[config.mk]
export PLATFORM = sky130hd
export DESIGN_NAME = encoder_stepped_setpoint_shifter_top
export DESIGN_NICKNAME = d
export VERILOG_FILES = /design/src/hw/rtl/essp_pkg.sv /design/src/hw/rtl/essp_core.sv /design/src/hw/rtl/essp_ser.sv /design/src/hw/rtl/encoder_stepped_setpoint_shifter_top.sv
export SDC_FILE = /design/constraint.sdc
export NUM_CORES = 1
export LEC_CHECK = 0
export BUFFER_PORTS_ARGS = -buffer_cell sky130_fd_sc_hd__buf_4
export CORE_UTILIZATION = 52
export DETAILED_ROUTE_END_ITERATION = 12
export MAX_ROUTING_LAYER = met4
export PLACE_DENSITY = 0.7
export SYNTH_ARGS = -nofsm -noshare
export SYNTH_HDL_FRONTEND = slang
export SYNTH_SLANG_ARGS = --single-unit
[constraint.sdc]
create_clock -name clk -period 11.8 [get_ports clk]
set_clock_uncertainty 0.2 [all_clocks]
set_input_delay 0.59 -clock clk [delete_from_list [all_inputs] [get_ports clk]]
set_output_delay 0.59 -clock clk [all_outputs]
set_load 0.02 [all_outputs]
[src/hw/rtl/essp_pkg.sv]
// essp_pkg: shared types and constants of the encoder stepped setpoint shifter
// used by essp_core, essp_ser and the top level; depends on nothing else
package essp_pkg;

  localparam int VALUE_BITS = 12;
  localparam int CNT_W      = $clog2(VALUE_BITS);
  localparam int THR_W      = 8;
  localparam int CFG_W      = (VALUE_BITS > THR_W) ? VALUE_BITS : THR_W;
  localparam int CFG_IDX_W  = 2;

  // operation codes
  localparam logic [1:0] OP_EDGE   = 2'd0;
  localparam logic [1:0] OP_BUTTON = 2'd1;
  localparam logic [1:0] OP_TICK   = 2'd2;

  // register indexes
  localparam logic [CFG_IDX_W-1:0] REG_THRESHOLD = 2'd0;
  localparam logic [CFG_IDX_W-1:0] REG_FINE      = 2'd1;
  localparam logic [CFG_IDX_W-1:0] REG_MEDIUM    = 2'd2;
  localparam logic [CFG_IDX_W-1:0] REG_COARSE    = 2'd3;

  // step selections
  localparam logic [1:0] SEL_FINE   = 2'd0;
  localparam logic [1:0] SEL_MEDIUM = 2'd1;
  localparam logic [1:0] SEL_COARSE = 2'd2;

  localparam logic [THR_W-1:0]      THR_RESET    = THR_W'(10);
  localparam logic [VALUE_BITS-1:0] FINE_RESET   = VALUE_BITS'(1);
  localparam logic [VALUE_BITS-1:0] MEDIUM_RESET = VALUE_BITS'(10);
  localparam logic [VALUE_BITS-1:0] COARSE_RESET = VALUE_BITS'(100);
  localparam logic [THR_W-1:0]      CNT_MAX      = '1;

  // result descriptor handed from the state update to the serialiser
  typedef struct packed {
    logic                  load;
    logic                  send;
    logic [VALUE_BITS-1:0] value;
    logic [1:0]            step_idx;
  } desc_t;

endpackage

[src/hw/rtl/essp_core.sv]
// essp_core: input register, configuration registers and setpoint state update
// depends on essp_pkg; feeds a result descriptor to essp_ser
module essp_core import essp_pkg::*; (
  input  logic                 clk,
  input  logic                 rst,
  input  logic                 in_valid,
  output logic                 in_stall,
  input  logic [1:0]           operation,
  input  logic                 phase_a,
  input  logic                 phase_b,
  input  logic                 cfg_we,
  input  logic [CFG_IDX_W-1:0] cfg_index,
  input  logic [CFG_W-1:0]     cfg_data,
  input  logic                 desc_ready,
  output desc_t                desc
);

  logic                  in_vld;
  logic [1:0]            in_op;
  logic                  in_pa;
  logic                  in_pb;

  logic [THR_W-1:0]      threshold;
  logic [VALUE_BITS-1:0] fine_step;
  logic [VALUE_BITS-1:0] medium_step;
  logic [VALUE_BITS-1:0] coarse_step;

  logic [VALUE_BITS-1:0] setpoint_value;
  logic [1:0]            step_sel;
  logic [THR_W-1:0]      settle_cnt;
  logic [VALUE_BITS:0]   sent_value;

  logic [VALUE_BITS-1:0] setpoint_next;
  logic [1:0]            step_sel_next;
  logic [THR_W-1:0]      settle_cnt_next;
  logic [VALUE_BITS:0]   sent_value_next;

  logic                  advance;
  logic [VALUE_BITS-1:0] step;
  logic [VALUE_BITS:0]   up_sum;
  logic [THR_W-1:0]      cnt_inc;
  logic                  send;

  assign advance  = in_vld && desc_ready;
  assign in_stall = in_vld && !desc_ready;

  always_ff @(posedge clk) begin
    if (rst) begin
      in_vld <= 1'b0;
    end else if (!in_vld || advance) begin
      in_vld <= in_valid;
    end
  end

  always_ff @(posedge clk) begin
    if (in_valid && !in_stall) begin
      in_op <= operation;
      in_pa <= phase_a;
      in_pb <= phase_b;
    end
  end

  always_ff @(posedge clk) begin
    if (rst) begin
      threshold   <= THR_RESET;
      fine_step   <= FINE_RESET;
      medium_step <= MEDIUM_RESET;
      coarse_step <= COARSE_RESET;
    end else if (cfg_we) begin
      unique case (cfg_index)
        REG_THRESHOLD: threshold   <= cfg_data[THR_W-1:0];
        REG_FINE:      fine_step   <= cfg_data[VALUE_BITS-1:0];
        REG_MEDIUM:    medium_step <= cfg_data[VALUE_BITS-1:0];
        REG_COARSE:    coarse_step <= cfg_data[VALUE_BITS-1:0];
        default: ;
      endcase
    end
  end

  always_comb begin
    case (step_sel)
      SEL_FINE:   step = fine_step;
      SEL_MEDIUM: step = medium_step;
      SEL_COARSE: step = coarse_step;
      default:    step = '0;
    endcase
  end

  assign up_sum  = {1'b0, setpoint_value} + {1'b0, step};
  assign cnt_inc = (settle_cnt == CNT_MAX) ? settle_cnt : settle_cnt + THR_W'(1);

  always_comb begin
    setpoint_next   = setpoint_value;
    step_sel_next   = step_sel;
    settle_cnt_next = settle_cnt;
    sent_value_next = sent_value;
    send            = 1'b0;
    case (in_op)
      OP_EDGE: begin
        // equal phase levels step up, unequal step down; out-of-range moves are dropped
        if (in_pa == in_pb) begin
          if (!up_sum[VALUE_BITS]) begin
            setpoint_next   = up_sum[VALUE_BITS-1:0];
            settle_cnt_next = '0;
          end
        end else if (setpoint_value >= step) begin
          setpoint_next   = setpoint_value - step;
          settle_cnt_next = '0;
        end
      end
      OP_BUTTON: begin
        step_sel_next   = (step_sel >= SEL_COARSE) ? SEL_FINE : step_sel + 2'd1;
        settle_cnt_next = '0;
      end
      OP_TICK: begin
        settle_cnt_next = cnt_inc;
        if (cnt_inc > threshold && {1'b0, setpoint_value} != sent_value) begin
          send            = 1'b1;
          settle_cnt_next = '0;
          sent_value_next = {1'b0, setpoint_value};
        end
      end
      default: ;
    endcase
  end

  always_ff @(posedge clk) begin
    if (rst) begin
      setpoint_value <= '0;
      step_sel       <= SEL_FINE;
      settle_cnt     <= '0;
      sent_value     <= {1'b1, {VALUE_BITS{1'b0}}};
    end else if (advance) begin
      setpoint_value <= setpoint_next;
      step_sel       <= step_sel_next;
      settle_cnt     <= settle_cnt_next;
      sent_value     <= sent_value_next;
    end
  end

  assign desc.load     = advance;
  assign desc.send     = send;
  assign desc.value    = setpoint_next;
  assign desc.step_idx = step_sel_next;

`ifndef SYNTHESIS
  a_step_sel_range: assert property (@(posedge clk) disable iff (rst)
    step_sel != 2'd3)
    else $error("step selection out of range");

  a_sent_after_send: assert property (@(posedge clk) disable iff (rst)
    advance && send |=> sent_value == {1'b0, setpoint_value} && settle_cnt == '0)
    else $error("send not recorded");

  a_stall_holds_item: assert property (@(posedge clk) disable iff (rst)
    in_vld && !advance |=> in_vld)
    else $error("input word lost while stalled");
`endif

endmodule

[src/hw/rtl/essp_ser.sv]
// essp_ser: result register and msb-first shifter for the setpoint words
// depends on essp_pkg; takes descriptors from essp_core
module essp_ser import essp_pkg::*; (
  input  logic                  clk,
  input  logic                  rst,
  input  desc_t                 desc,
  output logic                  desc_ready,
  output logic                  out_valid,
  input  logic                  out_stall,
  output logic                  serial_valid,
  output logic                  serial_bit,
  output logic                  last,
  output logic [VALUE_BITS-1:0] setpoint,
  output logic [1:0]            step_index
);

  logic                  busy;
  logic                  send;
  logic [VALUE_BITS-1:0] shreg;
  logic [CNT_W-1:0]      cnt;
  logic [VALUE_BITS-1:0] sp;
  logic [1:0]            si;
  logic                  taken;

  assign taken      = busy && !out_stall;
  assign last       = !send || (cnt == CNT_W'(VALUE_BITS - 1));
  assign desc_ready = !busy || (taken && last);

  always_ff @(posedge clk) begin
    if (rst) begin
      busy <= 1'b0;
    end else if (desc.load) begin
      busy <= 1'b1;
    end else if (taken && last) begin
      busy <= 1'b0;
    end
  end

  always_ff @(posedge clk) begin
    if (desc.load) begin
      send  <= desc.send;
      shreg <= desc.value;
      sp    <= desc.value;
      si    <= desc.step_idx;
      cnt   <= '0;
    end else if (taken && !last) begin
      shreg <= {shreg[VALUE_BITS-2:0], 1'b0};
      cnt   <= cnt + CNT_W'(1);
    end
  end

  assign out_valid    = busy;
  assign serial_valid = send;
  assign serial_bit   = send && shreg[VALUE_BITS-1];
  assign setpoint     = sp;
  assign step_index   = si;

`ifndef SYNTHESIS
  a_no_load_when_busy: assert property (@(posedge clk) disable iff (rst)
    desc.load |-> desc_ready)
    else $error("descriptor loaded over a pending word");

  a_mid_shift_continues: assert property (@(posedge clk) disable iff (rst)
    taken && !last |=> busy && send && cnt == $past(cnt) + CNT_W'(1))
    else $error("shift sequence broken");

  a_cnt_range: assert property (@(posedge clk) disable iff (rst)
    busy |-> cnt <= CNT_W'(VALUE_BITS - 1))
    else $error("bit counter out of range");
`endif

endmodule

[src/hw/rtl/encoder_stepped_setpoint_shifter_top.sv]
// an accepted word goes through the input register, then the result register
// throughput, while out_stall is low: one word per cycle when it yields a single
// result; a send yields twelve, one per cycle, set by the single result register
// reset (rst, synchronous): setpoint 0, fine step, settle count 0, nothing sent,
// registers back to threshold 10 and steps 1, 10, 100
module encoder_stepped_setpoint_shifter_top import essp_pkg::*; (
  input  logic                  clk,
  input  logic                  rst,
  input  logic                  in_valid,
  output logic                  in_stall,
  input  logic [1:0]            operation,
  input  logic                  phase_a,
  input  logic                  phase_b,
  output logic                  out_valid,
  input  logic                  out_stall,
  output logic                  serial_valid,
  output logic                  serial_bit,
  output logic                  last,
  output logic [VALUE_BITS-1:0] setpoint,
  output logic [1:0]            step_index,
  input  logic                  cfg_we,
  input  logic [CFG_IDX_W-1:0]  cfg_index,
  input  logic [CFG_W-1:0]      cfg_data
);

  desc_t desc;
  logic  desc_ready;

  essp_core u_core (
    .clk        (clk),
    .rst        (rst),
    .in_valid   (in_valid),
    .in_stall   (in_stall),
    .operation  (operation),
    .phase_a    (phase_a),
    .phase_b    (phase_b),
    .cfg_we     (cfg_we),
    .cfg_index  (cfg_index),
    .cfg_data   (cfg_data),
    .desc_ready (desc_ready),
    .desc       (desc)
  );

  essp_ser u_ser (
    .clk          (clk),
    .rst          (rst),
    .desc         (desc),
    .desc_ready   (desc_ready),
    .out_valid    (out_valid),
    .out_stall    (out_stall),
    .serial_valid (serial_valid),
    .serial_bit   (serial_bit),
    .last         (last),
    .setpoint     (setpoint),
    .step_index   (step_index)
  );

endmodule

; Word-level counts from Yosys, hierarchy flattened
; Cells that the tools add are included.
[totals]
register_bits = 116
wordCells = 87
[classes]
add_sub_neg = 5
n_lt_le_gt_ge = 3
eq_ne = 13
muxes = 18
reduce_logical = 30
[ops]
columns = operator, count
row1 = 2-to-1 mux 12 bit, 6
row2 = 2-to-1 mux 8 bit, 5
row3 = case mux 12 bit (3 select lines), 1
row4 = case mux 8 bit (3 select lines), 1
row5 = adder 12 x 12 -> 13 bit, 1
row6 = != test 12 x 13 -> 1 bit, 1
row7 = >= comparator 12 bit, 1
row8 = subtractor 12 bit, 1
row9 = adder 8 x 1 -> 8 bit (second input constant), 1
row10 = equality test 2 bit (second input constant), 4
row11 = equality test 8 bit (second input constant), 1
row12 = > comparator 8 bit, 1
row13 = logical AND 1 bit, 8
row14 = AND reduction 2 bit, 4
row15 = zero test 1 bit, 7
row16 = equality test 2 x 1 -> 1 bit (second input constant), 3
row17 = zero test 2 bit, 3
row18 = adder 4 x 1 -> 4 bit (second input constant), 1
row19 = equality test 4 bit (second input constant), 1
row20 = 2-to-1 mux 2 bit, 2
row21 = AND reduction 4 bit, 1
row22 = nonzero test 2 bit, 2
row23 = logical OR 1 bit, 3
row24 = 2-to-1 mux 1 bit, 3
row25 = other kinds (7), 7

; Depth between registers and ports, before layout
; Gate-level depths: netlist of the first run.
[depth]
ltp_word = 8
depth_mapped = 16

; Cells and area by module
; Synthesis of the first run repeated with hierarchy kept, for this count alone.
[hier_totals]
hier_cells = 772
hier_area_um2 = 6730.2
[modules_own_cells]
columns = mod, instances, cells_each, area_each_um2
row1 = essp_core, 1, 700, 5500.3
row2 = essp_ser, 1, 72, 1229.9

; Worst setup path after synthesis of the first run
; OpenSTA, ideal clock, no wires.
[synth_path]
kind = register to register
start = register u_core.step_sel[0]
end = register u_ser.shreg[8] (data pin)
setup_ps = 294
arrival_ps = 3528
required_ps = 11306
path_slack_ps = 7778
path_stages_with_launch = 16
synth_period_minus_slack_ps = 4022
path_cell_list = dfxtp_1 -> clkbuf_1 -> buf_1 -> mux2i_1 -> nor2_1 -> a21oi_1 -> ha_1 -> buf_4 -> nor4_1 -> nand3_1 -> a21oi_2 -> or2_2 -> clkbuf_1 -> o221ai_1 -> a32oi_1 -> a21oi_1
[synth_via]
elab_chain_cells = 7
[synth_lines]
columns = element, line_no
row1 = "start, declared", essp_core.sv:29  ; logic [1:0] step_sel;
row2 = "start signal, assigned", essp_core.sv:135  ; step_sel <= step_sel_next;
row3 = "equality test 2 bit, or another cell as far along", essp_core.sv:81  ; case (step_sel)
row4 = case mux 12 bit (3 select lines) *, essp_core.sv:81
row5 = "subtractor 12 bit, or another cell as far along", essp_core.sv:107  ; setpoint_next = setpoint_value - step;
row6 = 2-to-1 mux 12 bit (on tied branches), "essp_core.sv:106, essp_core.sv:102"
row7 = 2-to-1 mux 12 bit *, essp_core.sv:101  ; if (in_pa == in_pb) begin
row8 = 2-to-1 mux 12 bit *, essp_core.sv:98  ; case (in_op)
row9 = 2-to-1 mux 12 bit *, essp_ser.sv:40  ; if (desc.load) begin
row10 = "end signal, assigned", essp_ser.sv:42  ; shreg <= desc.value;
row11 = "end signal, assigned", essp_ser.sv:47  ; shreg <= {shreg[VALUE_BITS-2:0], 1'b0};
row12 = "end, declared", essp_ser.sv:19  ; logic [VALUE_BITS-1:0] shreg;
; Every way passes the cells marked *; elsewhere a longest branch is shown, timed or not.
; A chain may end at the register's enable or synchronous reset.

; Final worst setup path of the first run
[layout_path]
start = register u_core.step_sel[1]
end = register u_ser.shreg[8] (data pin)
; The elaborated chain is that of the path after synthesis.

==> summary.log, run 1 <==
[route] WL final 16800 um
[run] maximum capacitance violations 0
[sta] f_max 212 MHz
[logic_synthesis] register bit total from synthesis 116
[layout] highest-count cells in the layout ignoring fill and taps nand2_1, dfxtp_1, nor2_1
[clock_network] Post-CTS Hold Fix Bufs 0
[placement] weighted congestion at the end of routability-driven global placement 0.957
[sta] count of final hold-check violations 0
[power_and_ir_drop] maximum vdd ir drop 0.000115 V
[logic_synthesis] sequential fraction of the synthesis area 40.5%
[logic_synthesis] Async S/R FF share, synth 0%
[clock_network] maximum buffer depth of the clock tree 2
[sta] Worst Max-Slew Pin Slew 1110 ps
[logic_synthesis] biggest area contributors in the synthesized netlist dfxtp_1, edfxtp_1, ha_1
[logic_synthesis] post-synthesis instance area 0.00649 mm2
[sta] final slew viol count 0
[layout] layout net count 850
[setup_path] critical register-to-register path endpoint u_ser.shreg[8]
[clock_network] latest clock arrival within the worst-skew pair 420 ps
[floorplan] Horiz. Die Dim 114 um
[setup_path] Buf+Inv Stages, Crit Path 0
[setup_path] crit path capture type flip-flop
[setup_path] Worst Path Arrival 4660 ps
[layout] non-filler instance count after layout 970
[route] detailed-route DRC error count 0
[placement] number of I/O port buffers 41
[floorplan] floorplan die area 0.0129 mm2
[placement] Post-DP HPWL 12100 um
[logic_synthesis] synthesized net count 827
[route] remaining antenna violation count after routing 0
[global_route] initial antenna violation count 0
[global_route] number of global-route vias before repair 5365
[route] per-cell routed wire length 17.3 um
[logic_synthesis] total of warnings raised by yosys 0
[worst_hold_path] type of the most critical hold path in -> reg
[route] DR iter-0 viols 392
[worst_hold_path] Endpoint, Worst Hold u_core.in_op[0]
[setup_path] launching element type of the critical path flip-flop
[clock_network] CTS tree done
[logic_synthesis] cell type with the largest total area after synthesis dfxtp_1
[setup_path] R2R Path Start u_core.step_sel[1]
[layout] commonest non-fill, non-tap cell in the layout nand2_1
[sta] Final Critical Period 4720 ps
[floorplan] chip height 114 um
[global_route] remaining global-route overflow 0
[clock_network] maximum level of the CTS H-tree 4
[logic_synthesis] dominant register cell in the synthesized netlist dfxtp_1
[logic_synthesis] count of distinct cell types in the synthesized netlist 69
[worst_hold_path] hold wc startpoint operation[0]
[layout] count of antenna diodes in the layout 0
[setup_path] maximum fanout along the worst path 18
[clock_network] post-cts gate resize count 0
[clock_network] clock transition at the registers of the reported paths 60 ps
[sta] final worst path period share 40.0%
[setup_path] worst path cell trace nor2b_1 -> a21oi_1 -> ha_1 -> nor3_1 -> or3_1 -> a211o_1 -> o22ai_1 -> nand2_1 -> a32oi_1 -> a21oi_1
[sta] Worst slew margin 25.8%
[layout] area added between synthesis and finish 15.1%
[layout] layout filler cell count 1098
[logic_synthesis] syn avg cell area 8.48 um2
[setup_path] worst r2r path cells 10
[layout] area taken by flip-flops and latches 0.00263 mm2
[setup_path] most frequent cell on the critical path a21oi_1
[logic_synthesis] top cell type's share of synthesized area 26.2%
[power_and_ir_drop] Pwr per Cell Area 153 mW/mm2
[logic_synthesis] Gate Count Post-Synth 766
[sta] unrepaired setup endpoints after global routing false
[setup_path] highest-delay cell along the critical path dfxtp_1
[floorplan] number of top-level pins 42
[clock_network] cell at the root of the clock tree clkbuf_16
[worst_hold_path] Hold Path Cell Cnt 1
[route] number of vias after detailed routing 5657
[power_and_ir_drop] total power 1.14 mW
[sta] tightest hold margin 144 ps
[run_status] run status finished clean
[logic_synthesis] Post-synth EDFFs 31
[setup_path] dominant delay contributor by cell family on the critical path compound AO/OA/AOI/OAI gates
[floorplan] number of core rows 40
[sta] post-route setup slack 7080 ps
[setup_path] type of the worst setup path reg -> reg
[layout] share of post-route cells with drive strength above 1 11.5%
[placement] Setup WS pre-CTS 7140 ps
[placement] Placed Instances 938
[clock_network] number of clock sinks 116
[sta] Setup Viol. Count Final 0
[clock_network] count of buffers added by post-CTS timing repair for setup 0
[route] drt first pass iters 5
[clock_network] number of buffers added by the clock tree synthesis step 17
[sta] summed negative setup slack over all endpoints 0 ps
[floorplan] Initial Utilization 53.6%
[setup_path] maximum single-stage delay on the critical path 650 ps
[setup_path] Worst R2R Setup Slack 7080 ps
[layout] area used by multi-input combinational logic 0.00353 mm2
[global_route] total global-route track usage 28.1%
[power_and_ir_drop] LEAKAGE 3.15 nW
[floorplan] core area 0.0121 mm2
[global_route] global-route wire length before repair 26900 um
[setup_path] required time at the endpoint of the critical path 11740 ps
[global_route] largest net degree at the start of global routing 67
[route] per-cell via count in the routed design 5.83
report_power, final:
| part | internal [mW] | total (mW) | switching (mW) |
|---|---|---|---|
| Sequential | 0.428 | 0.442 | 0.0140 |
| Clock | 0.334 | 0.533 | 0.199 |
| Combinational | 0.0624 | 0.169 | 0.107 |
state kept, by name, summed over array words and instances, names as in the netlist, 4 cells and up:
register,flops
u_core.sent_value,13
u_core.coarse_step,12
u_core.fine_step,12
u_core.medium_step,12
u_core.setpoint_value,12
u_ser.setpoint,12
u_ser.shreg,12
u_core.settle_cnt,8
u_core.threshold,8
u_ser.cnt,4
Yosys cell counts (13+ instances only):
master / number
nand2_1: 113
inv_1: 43
nor2_1: 84
mux2i_1: 28
xnor2_1: 13
nor3_1: 18
a21oi_1: 77
edfxtp_1: 31
ha_1: 36
dfxtp_1: 85
nand3_1: 19
clkbuf_1: 30
layout make-up:
class                   count  area share, %
clock inverters            14           2.33
well taps                 168           2.81
inverters                  44           2.21
multi-input cells         566           47.2
clock buffers              18           5.74
repair buffers             44           4.42
flip-flops and latches    116           35.2
cells by family (layout without fill, tap and decap cells):
kind of cell	count (synthesis)	after routing	synth area share, %
XOR/XNOR	23	23	3.10
buffers and inverters	84	120	5.28
multiplexers	29	29	4.49
flip-flops	116	116	40.5
adder cells (fa/ha/maj)	38	38	7.55
AND/OR/NAND/NOR	298	298	20.7
AO/OA/AOI/OAI	178	178	18.3
metrics by stage:
stage,area (um2),utilization [%]
final,7470,61.7
after global routing,7470,61.7
after CTS,7470,61.7
after detailed placement,6870,56.7
after global placement,6870,56.7
after floorplan,6490,-
metal layers:
metal | global-route usage (%) | share of wire [%]
met1 | 33.6 | 43
met5 | - | 0
met2 | 43.9 | 47
met3 | 5.74 | 5.8
met4 | 16.4 | 4.6
worst max path at each step:
stage	start	endpoint	slack, ps	cells after the start
floorplan	u_core.step_sel[0]	u_ser.shreg[8]	7780	15
global placement	u_core.step_sel[0]	u_ser.shreg[8]	7230	11
detailed placement	u_core.step_sel[0]	u_ser.shreg[8]	7140	11
CTS	u_core.step_sel[0]	u_ser.shreg[8]	7090	11
global route	u_core.step_sel[0]	u_ser.shreg[8]	6780	11
finish	u_core.step_sel[1]	u_ser.shreg[8]	7080	10
No activity file was read; power rests on OpenSTA's default activity.
==> run 2: changes to the inputs <==
--- a/config.mk
+++ b/config.mk
@@ -5,11 +5,12 @@
 export SDC_FILE = /design/constraint.sdc
 export NUM_CORES = 1
 export LEC_CHECK = 0
+export ABC_AREA = 1
 export BUFFER_PORTS_ARGS = -buffer_cell sky130_fd_sc_hd__buf_4
 export CORE_UTILIZATION = 52
 export DETAILED_ROUTE_END_ITERATION = 12
 export MAX_ROUTING_LAYER = met4
-export PLACE_DENSITY = 0.7
+export PLACE_DENSITY = 0.73
 export SYNTH_ARGS = -nofsm -noshare
 export SYNTH_HDL_FRONTEND = slang
 export SYNTH_SLANG_ARGS = --single-unit
==> constraint.sdc (replaced) <==
create_clock -name clk -period 3.9 [get_ports clk]
set_clock_uncertainty 0.2 [all_clocks]
set_input_delay 0.195 -clock clk [delete_from_list [all_inputs] [get_ports clk]]
set_output_delay 0.195 -clock clk [all_outputs]
set_load 0.02 [all_outputs]
==> summary.log, run 2 <==
[setup_path] type of the worst setup path reg -> reg
[floorplan] number of top-level pins 42
[route] DR iter-0 viols 463
[layout] share of post-route cells with drive strength above 1 12.7%
[placement] Post-DP HPWL 13300 um
[power_and_ir_drop] Pwr per Cell Area 418 mW/mm2
[route] number of vias after detailed routing 6417
[setup_path] most frequent cell on the critical path inv_1
[setup_path] Worst Path Arrival 3530 ps
[floorplan] number of core rows 41
[logic_synthesis] count leader, synth nand2_1
[sta] unrepaired setup endpoints after global routing false
[clock_network] latest clock arrival within the worst-skew pair 420 ps
[clock_network] number of buffers added by the clock tree synthesis step 17
[floorplan] floorplan die area 0.0139 mm2
[route] WL final 18500 um
[clock_network] CTS tree done
[placement] Placed Instances 1179
[layout] count of antenna diodes in the layout 0
[global_route] global-route wire length before repair 30000 um
[run_status] run status finished clean
[power_and_ir_drop] fraction of power consumed by sequential logic 39.0%
[setup_path] crit path capture type flip-flop
[route] remaining antenna violation count after routing 0
[placement] number of I/O port buffers 41
[layout] non-filler instance count after layout 1232
[logic_synthesis] post-synthesis instance area 0.00696 mm2
[logic_synthesis] top cell type's share of synthesized area 24.4%
[sta] f_max 281 MHz
[sta] summed negative setup slack over all endpoints 0 ps
[route] detailed-route DRC error count 0
[power_and_ir_drop] LEAKAGE 4.01 nW
[sta] final worst path period share 91.3%
[route] drt first pass iters 5
[power_and_ir_drop] Clock Power Share 42.3%
[sta] Setup Viol. Count Final 0
[setup_path] maximum fanout along the worst path 9
[layout] Reg with most FFs u_core.sent_value
[global_route] remaining global-route overflow 0
[floorplan] core area 0.0128 mm2
[layout] area added between synthesis and finish 18.0%
[power_and_ir_drop] Switching Fraction 30.0%
[logic_synthesis] Gate Count Post-Synth 983
[worst_hold_path] type of the most critical hold path in -> reg
[setup_path] launching element type of the critical path flip-flop
[power_and_ir_drop] net switching power of the design 1.03 mW
[floorplan] Initial Utilization 54.3%
[global_route] total global-route track usage 28.4%
[route] per-cell routed wire length 15.0 um
[power_and_ir_drop] total power 3.43 mW
[layout] commonest non-fill, non-tap cell in the layout nand2_1
[logic_synthesis] sequential fraction of the synthesis area 37.8%
[clock_network] number of clock sinks 116
[clock_network] cell at the root of the clock tree clkbuf_16
[logic_synthesis] biggest area contributors in the synthesized netlist dfxtp_1, edfxtp_1, nand2_1
[logic_synthesis] cell types with the highest counts after synthesis nand2_1, inv_1, nor2_1, dfxtp_1, o21ai_0
[layout] number of flip-flops in the largest register 13
[clock_network] clock transition at the registers of the reported paths 60 ps
[placement] weighted congestion at the end of routability-driven global placement 0.980
[sta] Worst Max-Slew Pin Slew 713 ps
[layout] layout net count 1108
[setup_path] maximum single-stage delay on the critical path 380 ps
[logic_synthesis] Async S/R FF share, synth 0%
[global_route] largest net degree at the start of global routing 54
[logic_synthesis] synthesized net count 1044
[sta] Final Critical Period 3560 ps
[setup_path] required time at the endpoint of the critical path 3870 ps
[sta] Worst slew margin 52.3%
[floorplan] chip height 118 um
[power_and_ir_drop] maximum vdd ir drop 0.000408 V
[power_and_ir_drop] combinational group share of total power 18.7%
[route] per-cell via count in the routed design 5.21
[sta] final slew viol count 0
[global_route] number of global-route vias before repair 6032
[power_and_ir_drop] internal portion of total power 2.40 mW
[logic_synthesis] register bit total from synthesis 116
[logic_synthesis] Post-synth EDFFs 31
[clock_network] count of buffers added by post-CTS timing repair for setup 0
[clock_network] maximum level of the CTS H-tree 4
[setup_path] worst path cell trace inv_1 -> nor2_2 -> inv_1 -> o211ai_1 -> ha_1 -> inv_1 -> fa_1 -> inv_1 -> nand2_1 -> nand2_2 -> nand2_2 -> nand4_4 -> nor2_1 -> o21ai_0 -> nand2_2 -> nand2_1 -> nand2_1
[layout] highest-count cells in the layout ignoring fill and taps nand2_1, inv_1, nor2_1
[global_route] initial antenna violation count 0
[logic_synthesis] total of warnings raised by yosys 0
[clock_network] maximum buffer depth of the clock tree 2
[setup_path] highest-delay cell along the critical path fa_1
[floorplan] Horiz. Die Dim 118 um
[run] maximum capacitance violations 0
[logic_synthesis] dominant register cell in the synthesized netlist dfxtp_1
[logic_synthesis] count of distinct cell types in the synthesized netlist 41
[logic_synthesis] syn avg cell area 7.08 um2
[sta] count of final hold-check violations 0
[logic_synthesis] cell type with the largest total area after synthesis dfxtp_1
run 2: changes by cell type after synthesis, sizes merged, moves of 17 or more:
cell,before,now
nor2,85,121
inv,44,143
nor3,19,2
nand2,113,260
mux2i,28,0
nand3,19,53
o21ai,13,80
run 2: cells by family after synthesis:
kind of cell	share of synthesized area [%]
AO/OA/AOI/OAI	14.4
XOR/XNOR	2.26
adder cells (fa/ha/maj)	7.05
buffers and inverters	9.83
flip-flops	37.8
AND/OR/NAND/NOR	28.6
run 2: path summary, 6_finish.rpt:
kind	start	slack, ps	end	cells after the start
setup / recovery	u_core.step_sel[1]	340	u_ser.shreg[1]	17
hold / removal	cfg_index[0]	20	u_core.medium_step[3]	3
setup reg to reg	u_core.step_sel[1]	340	u_ser.shreg[1]	17
hold reg to reg	u_core.sent_value[12]	250	u_core.sent_value[12]	2
run 2: per-layer routing:
layer | GRT usage [%] | up-vias | share of wire (%)
met2 | 44.2 | 182 | 46
li1 | - | 3291 | -
met4 | 12.6 | 0 | 3.3
met5 | - | - | 0
met3 | 4.99 | 35 | 5.3
met1 | 36.1 | 2909 | 46
run 2: power groups by stage:
stage	combinational (mW)	sequential (mW)	clock, mW
2_1_floorplan	0.437	1.37	0
3_5_place_dp	0.615	1.36	0
5_1_grt	0.720	1.35	1.51
3_3_place_gp	0.612	1.36	0
4_1_cts	0.636	1.34	1.46
6_report	0.641	1.34	1.45
run 2: timing repair:
item | 4_1_cts | 5_1_grt
endpoints found under the setup margin | 0 | 21
hold buffers | 21 | 0
endpoints found under the hold margin | 70 | 0
gates resized for setup | 0 | 2
run 2: final cells by class:
type	instances	area [um2]
clock inverters	15	135
multi-input cells	694	3650
repair buffers	74	608
inverters	144	546
flip-flops and latches	116	2630
fillers	1130	4610
clock buffers	17	425
well taps	172	215
run 2: metrics by stage:
stage	worst slack [ps]	area [um2]	hold WS, ps	utilization (%)
global placement	239	7430	174	58.0
detailed placement	185	7430	174	58.0
floorplan	891	6960	93.9	-
finish	339	8210	22.2	64.0
CTS	175	8210	0.991	64.0
global route	77.4	8210	34.4	64.0
run 2: worst max-delay path: cells and delay by family, from the launching register on:
| family | cells | cell delay (ps) |
|---|---|---|
| DFF | 1 | 350 |
| and+or+nand+nor | 9 | 1090 |
| adders and majority gates | 2 | 660 |
| AOI/OAI and AO/OA | 2 | 600 |
| buffers and inverters | 4 | 420 |
